===== config.mk =====
export PLATFORM = sky130hd
export DESIGN_NAME = gha_ctrl
export DESIGN_NICKNAME = d
export VERILOG_FILES = /design/src/design/gha_pkg.sv /design/src/design/gha_ctrl.sv
export SDC_FILE = /design/constraint.sdc
export NUM_CORES = 1
export LEC_CHECK = 0
export ABC_AREA = 1
export BUFFER_PORTS_ARGS = -buffer_cell sky130_fd_sc_hd__buf_2
export CORE_AREA = 2 2 39 41
export CTS_BUF_LIST = sky130_fd_sc_hd__clkbuf_8 sky130_fd_sc_hd__clkbuf_16
export CTS_CLUSTER_DIAMETER = 50
export CTS_CLUSTER_SIZE = 14
export DETAILED_ROUTE_END_ITERATION = 12
export DIE_AREA = 0 0 41 43
export GPL_TIMING_DRIVEN = 1
export PLACE_DENSITY_LB_ADDON = 0.05
export REMOVE_ABC_BUFFERS = 1
export SLEW_MARGIN = 30
export SYNTH_ARGS = -nofsm -noshare
export SYNTH_HDL_FRONTEND = slang
export SYNTH_SLANG_ARGS = --single-unit

===== constraint.sdc =====
create_clock -name i_clk -period 1 [get_ports i_clk]
set_input_delay 0.1 -clock i_clk [delete_from_list [all_inputs] [get_ports i_clk]]
set_output_delay 0.1 -clock i_clk [all_outputs]
set_load 0.05 [all_outputs]

===== src/design/gha_pkg.sv =====
// ----------------------------------------------------------------------------
// gha_pkg
// Shared types and codes for the generational handle allocator.
// ----------------------------------------------------------------------------
`default_nettype none

package gha_pkg;

    // Fixed widths of the item fields.
    localparam int CMD_W      = 2;
    localparam int IDX_IN_W   = 8;
    localparam int GEN_IN_W   = 16;
    localparam int STATUS_W   = 2;
    localparam int ANNOUNCE_W = 2;

    // Command codes.
    localparam logic [CMD_W-1:0] CMD_CREATE   = 2'd0;
    localparam logic [CMD_W-1:0] CMD_DESTROY  = 2'd1;
    localparam logic [CMD_W-1:0] CMD_VALIDATE = 2'd2;

    // Result status codes.
    localparam logic [STATUS_W-1:0] ST_OK      = 2'd0;
    localparam logic [STATUS_W-1:0] ST_INVALID = 2'd1;
    localparam logic [STATUS_W-1:0] ST_FULL    = 2'd2;

    // Announcement codes.
    localparam logic [ANNOUNCE_W-1:0] ANN_NONE      = 2'd0;
    localparam logic [ANNOUNCE_W-1:0] ANN_CREATED   = 2'd1;
    localparam logic [ANNOUNCE_W-1:0] ANN_DESTROYED = 2'd2;

    typedef enum logic [1:0] {
        S_IDLE,
        S_READ,
        S_POP,
        S_EXEC
    } t_state;

    // Controller to datapath.
    typedef struct packed {
        logic accept;
        logic rd_stack;
        logic rd_slot_handle;
        logic rd_slot_pop;
        logic exec;
    } t_ctl_cmd;

    // Datapath to controller.
    typedef struct packed {
        logic create_pop;
        logic handle_read;
        logic out_free;
    } t_ctl_sts;

endpackage

`default_nettype wire


===== src/design/gha_ctrl.sv =====
// ----------------------------------------------------------------------------
// gha_ctrl
// Sequencer for one command: operand read, optional stack pop, execute.
// ----------------------------------------------------------------------------
`default_nettype none

module gha_ctrl (
    input  wire logic              i_clk,
    input  wire logic              i_rst_n,
    input  wire logic              i_in_valid,
    input  wire gha_pkg::t_ctl_sts i_sts,
    output gha_pkg::t_ctl_cmd      o_cmd,
    output logic                   o_in_ready
);

    gha_pkg::t_state r_state;
    gha_pkg::t_state n_state;

    always_ff @(posedge i_clk) begin
        if (!i_rst_n) begin
            r_state <= gha_pkg::S_IDLE;
        end else begin
            r_state <= n_state;
        end
    end

    always_comb begin
        n_state = r_state;
        case (r_state)
            gha_pkg::S_IDLE: begin
                if (i_in_valid) begin
                    n_state = gha_pkg::S_READ;
                end
            end
            gha_pkg::S_READ: begin
                if (i_sts.create_pop) begin
                    n_state = gha_pkg::S_POP;
                end else begin
                    n_state = gha_pkg::S_EXEC;
                end
            end
            gha_pkg::S_POP: begin
                n_state = gha_pkg::S_EXEC;
            end
            gha_pkg::S_EXEC: begin
                if (i_sts.out_free) begin
                    n_state = gha_pkg::S_IDLE;
                end
            end
            default: begin
                n_state = gha_pkg::S_IDLE;
            end
        endcase
    end

    always_comb begin
        o_cmd      = '0;
        o_in_ready = 1'b0;
        case (r_state)
            gha_pkg::S_IDLE: begin
                o_in_ready   = 1'b1;
                o_cmd.accept = i_in_valid;
            end
            gha_pkg::S_READ: begin
                o_cmd.rd_stack       = i_sts.create_pop;
                o_cmd.rd_slot_handle = i_sts.handle_read;
            end
            gha_pkg::S_POP: begin
                o_cmd.rd_slot_pop = 1'b1;
            end
            gha_pkg::S_EXEC: begin
                o_cmd.exec = i_sts.out_free;
            end
            default: begin
                o_cmd = '0;
            end
        endcase
    end

endmodule

`default_nettype wire


== After elaboration in Yosys (flattened, before gate mapping) ==
Index checks and enable logic that the tools add are counted.

* Register bits after elaboration: 2
* Input port bits: 6
* Output and inout bits: 6
* Word-level logic and storage cells: 17

* Eq/ne operators: 5
* Mux-type cells: 9
* Reductions and logical operators: 2

{| class="wikitable"
|+ Operators with widths
! kind !! count
|-
| 2-bit case mux with 4 select lines || 1
|-
| 2-bit 2-to-1 mux || 3
|-
| 1-bit 2-to-1 mux || 5
|-
| 2-bit equality test (second input constant) || 2
|-
| 2-bit inequality test (second input constant) || 2
|-
| 2-bit by 1-bit equality test with 1-bit output (second input constant) || 1
|-
| 2-bit zero test || 1
|-
| 2-bit AND reduction || 1
|}

== Depth between registers and ports, before layout ==
* Depth after elaboration: 3
* Depth in mapped cells: 6
* Depth with buffers taken out: 6

== Worst setup path after synthesis ==
Ideal clock, no wire load.

* Path kind: reg2out
* From: reg r_state[0]
* To: out o_cmd[4] in the netlist's numbering
* Arrival: 1.349 ns
* Data required time: 0.900 ns
* Slack: -0.449 ns
* Stages on the path, launching flop included: 5
* Buffers on the path: 0
* Path through: dfxtp_1 -> inv_1 -> ha_1 -> nand2_1 -> inv_1

{| class="wikitable"
|+ RTL lines
! what !! RTL line !! source
|-
| from (decl) || gha_ctrl.sv:16 || <nowiki>gha_pkg::t_state r_state;</nowiki>
|-
| from (signal assigned) || gha_ctrl.sv:21 || <nowiki>r_state <= gha_pkg::S_IDLE;</nowiki>
|-
| from (signal assigned) || gha_ctrl.sv:23 || <nowiki>r_state <= n_state;</nowiki>
|-
| to (decl) || gha_ctrl.sv:12 || <nowiki>output gha_pkg::t_ctl_cmd o_cmd,</nowiki>
|}

==> flow_summary.yaml <==
global_routing:
  grt_pass1_wl_um: 814
  grt_max_degree: 5
  grt_overflow: 0
  antenna_found_initial: 0
  grt_usage: 0.07615
  grt_pass1_vias: 218
route:
  drc: 0
  antenna_left: 0
  drt-vias-per-instance: 3.791
  wl_um: 539
  vias: 254
  firstDrtPassIters: 3
  wl_per_cell_um: 8.045
  drt_iter0_markers: 7
floorplanning:
  die_x_um: 41
  io_pins: 12
  rows: 14
  die_area_um2: 1763
  core_um2: 1384
  start_util: 0.1618
  die_y_um: 43
setup_path:
  cp_slowest_cell: "dfxtp_4"
  start_kind: "register"
  cpPeakStageDelay_ns: 0.39
  cp-endpoint: "o_cmd[1]"
  critPathBufInv: 3
  cp.arrival_ns: 1.05
  crit_start: "r_state[0]$_SDFFE_PN0P_"
  worstSetupPathDepth: 4
  r2r_setup_slack_ns: -0.02
  crit_path_max_fanout: 4
  crit_type: "reg2out"
  regToRegStartpoint: "r_state[0]$_SDFFE_PN0P_"
  path_cells: "inv_4 > buf_6 > ha_4 > buf_8"
  reg2reg_depth: 6
  reg2reg_to: "r_state[0]$_SDFFE_PN0P_"
  crit_family: "flip-flops"
  worstSetupEndpointType: "output pin"
  cp.required_ns: 0.90
logic_synthesis:
  synth_top_area_cell: "ha_1"
  postSynthAreaPerCell_um2: 6.587
  synthTopCellsByArea: "ha_1, inv_1, dfxtp_1, nand2_1, a21oi_2"
  synth_seq_cells: 2
  synth-seq-area-share: 0.1788
  synth_top_area_share: 0.2235
  synth_warnings: 0
  synth_cell_type_count: 9
  netlist_area_um2: 224.0
  netlist_instances: 34
sta:
  final-setup-viol-count: 8
  slew_headroom: 0.9040
  slew_violations: 0
  period_share: 1.153
  max_freq_mhz: 867.0
  period_minus_slack_ns: 1.153
  setup_ws_ns: -0.1534
  rsz0062_at_grt: "true"
  worstMarginPinSlew_ns: 0.1452
  hold_violations: 0
  finClkSkew_ns: 0.003099
  timing.hold.ws_ns: 0.1363
worst_hold_path:
  hold_class: "in2reg"
layout:
  layout.nets: 63
  diodes: 0
  multi_input_area_um2: 202.7
  layout-drive-gt1-share: 0.7059
  utilization: 0.3472
  regArea_um2: 47.55
  largest_reg_flops: 2
  finalInstanceArea_um2: 480.5
  areaGrowthSynthToFinish_pct: 114.5
  reg_top3: "r_state: 2 flops"
  fill_cells: 157
  regMostFlops: "r_state"
placed_design:
  place.gp.congestion: 0.6944
  place_area_um2: 314.1
  portBuffers: 11
  dp_slack_ns: -0.1185
  dp_hpwl_um: 394.1
job:
  drv_cap: 0
clock_tree:
  clock_sinks: 2
  path_clk_slew_ns: 0.03
  cts.path.max_buffers: 2
  clk_latency_ns: 0.21
  clockRootBuffer: "clkbuf_8"
  htree_levels: 1
  cts_made_buffers: 3
  cts_hold_buf: 0
  cts_tree: "built"
outcome:
  violations: "setup timing"
  outcome: "finished with violations"
power:
  p_leak_nw: 0.2574
  power_density_nw_per_um2: 3691
  ir_drop_v: 0.001297
[synthesized netlist by cell type (all sizes together)]
cell	instances
dfxtp	2
inv	11
a21oi	2
ha	4
nand3	3
nand2	12
[stage by stage]
step	std cells	TNS (ns)	total power [mW]
2_1_floorplan	34	-1.298	0.8599
5_1_grt	67	-1.074	1.903
3_3_place_gp	63	-0.7211	1.065
6_report	67	-0.7631	1.773
4_1_cts	66	-0.8159	1.741
3_5_place_dp	63	-0.5320	1.057
[what timing repair did]
action,in CTS,in global routing
gates resized for setup,29,7
endpoints found under the hold margin,0,0
setup buffers,0,1
pin swaps,4,3
setup endpoints to repair,8,8
[cell families after synthesis]
logic type                 after synthesis  synth area share
and+or+nand+nor                         15            0.3352
AOI/OAI and AO/OA                        2           0.07823
buffers and inverters                   11            0.1844
DFF                                      2            0.1788
adders and majority gates                4            0.2235
[worst reg2reg max path, stage by stage, from the launching register on]
cell and delay, ns:
dfxtp_4 0.36, ha_4 0.17, buf_4 0.13, nand2_4 0.08
nand3_2 0.06, nand2_1 0.07, a21oi_2 0.04
[power by group]
group          switching [mW]  internal, mW
Clock                  0.0690         0.255
Combinational           0.702         0.509
Sequential             0.0915         0.147
[area by class of cell]
| cell class | instances | share of cell area |
|---|---|---|
| clock buffers | 3 | 0.08594 |
| inverters | 11 | 0.09635 |
| repair buffers | 14 | 0.2552 |
| flip-flops and latches | 2 | 0.09896 |
| well taps | 16 | 0.04167 |
| multi-input cells | 21 | 0.4219 |
[per-layer routing]
layer	GRT usage	wire length (µm)
met4	0.1000	21
met3	0.03141	39
met5	0	0
met1	0.06390	213
met2	0.1094	266
[how the worst min path moves through the flow]
stage	slack (ns)	to	from	cells past startpoint
2_1_floorplan	0.26	r_state[1]$_SDFFE_PN0P_	i_rst_n	2
3_3_place_gp	0.35	r_state[0]$_SDFFE_PN0P_	i_rst_n	3
3_5_place_dp	0.36	r_state[1]$_SDFFE_PN0P_	i_rst_n	3
4_1_cts	0.14	r_state[1]$_SDFFE_PN0P_	i_rst_n	3
5_1_grt	0.14	r_state[1]$_SDFFE_PN0P_	i_rst_n	3
6_report	0.14	r_state[1]$_SDFFE_PN0P_	i_rst_n	3
[placed cells by master, fill, tap and decap left out, drive strengths merged]
cell type  Yosys  final
clkbuf         0      3
nand3          3      3
ha             4      4
a21oi          2      2
inv           11     11
buf            0     14
nand2         12     12
dfxtp          2      2
Note: power is estimated with default switching activity, not from simulation.
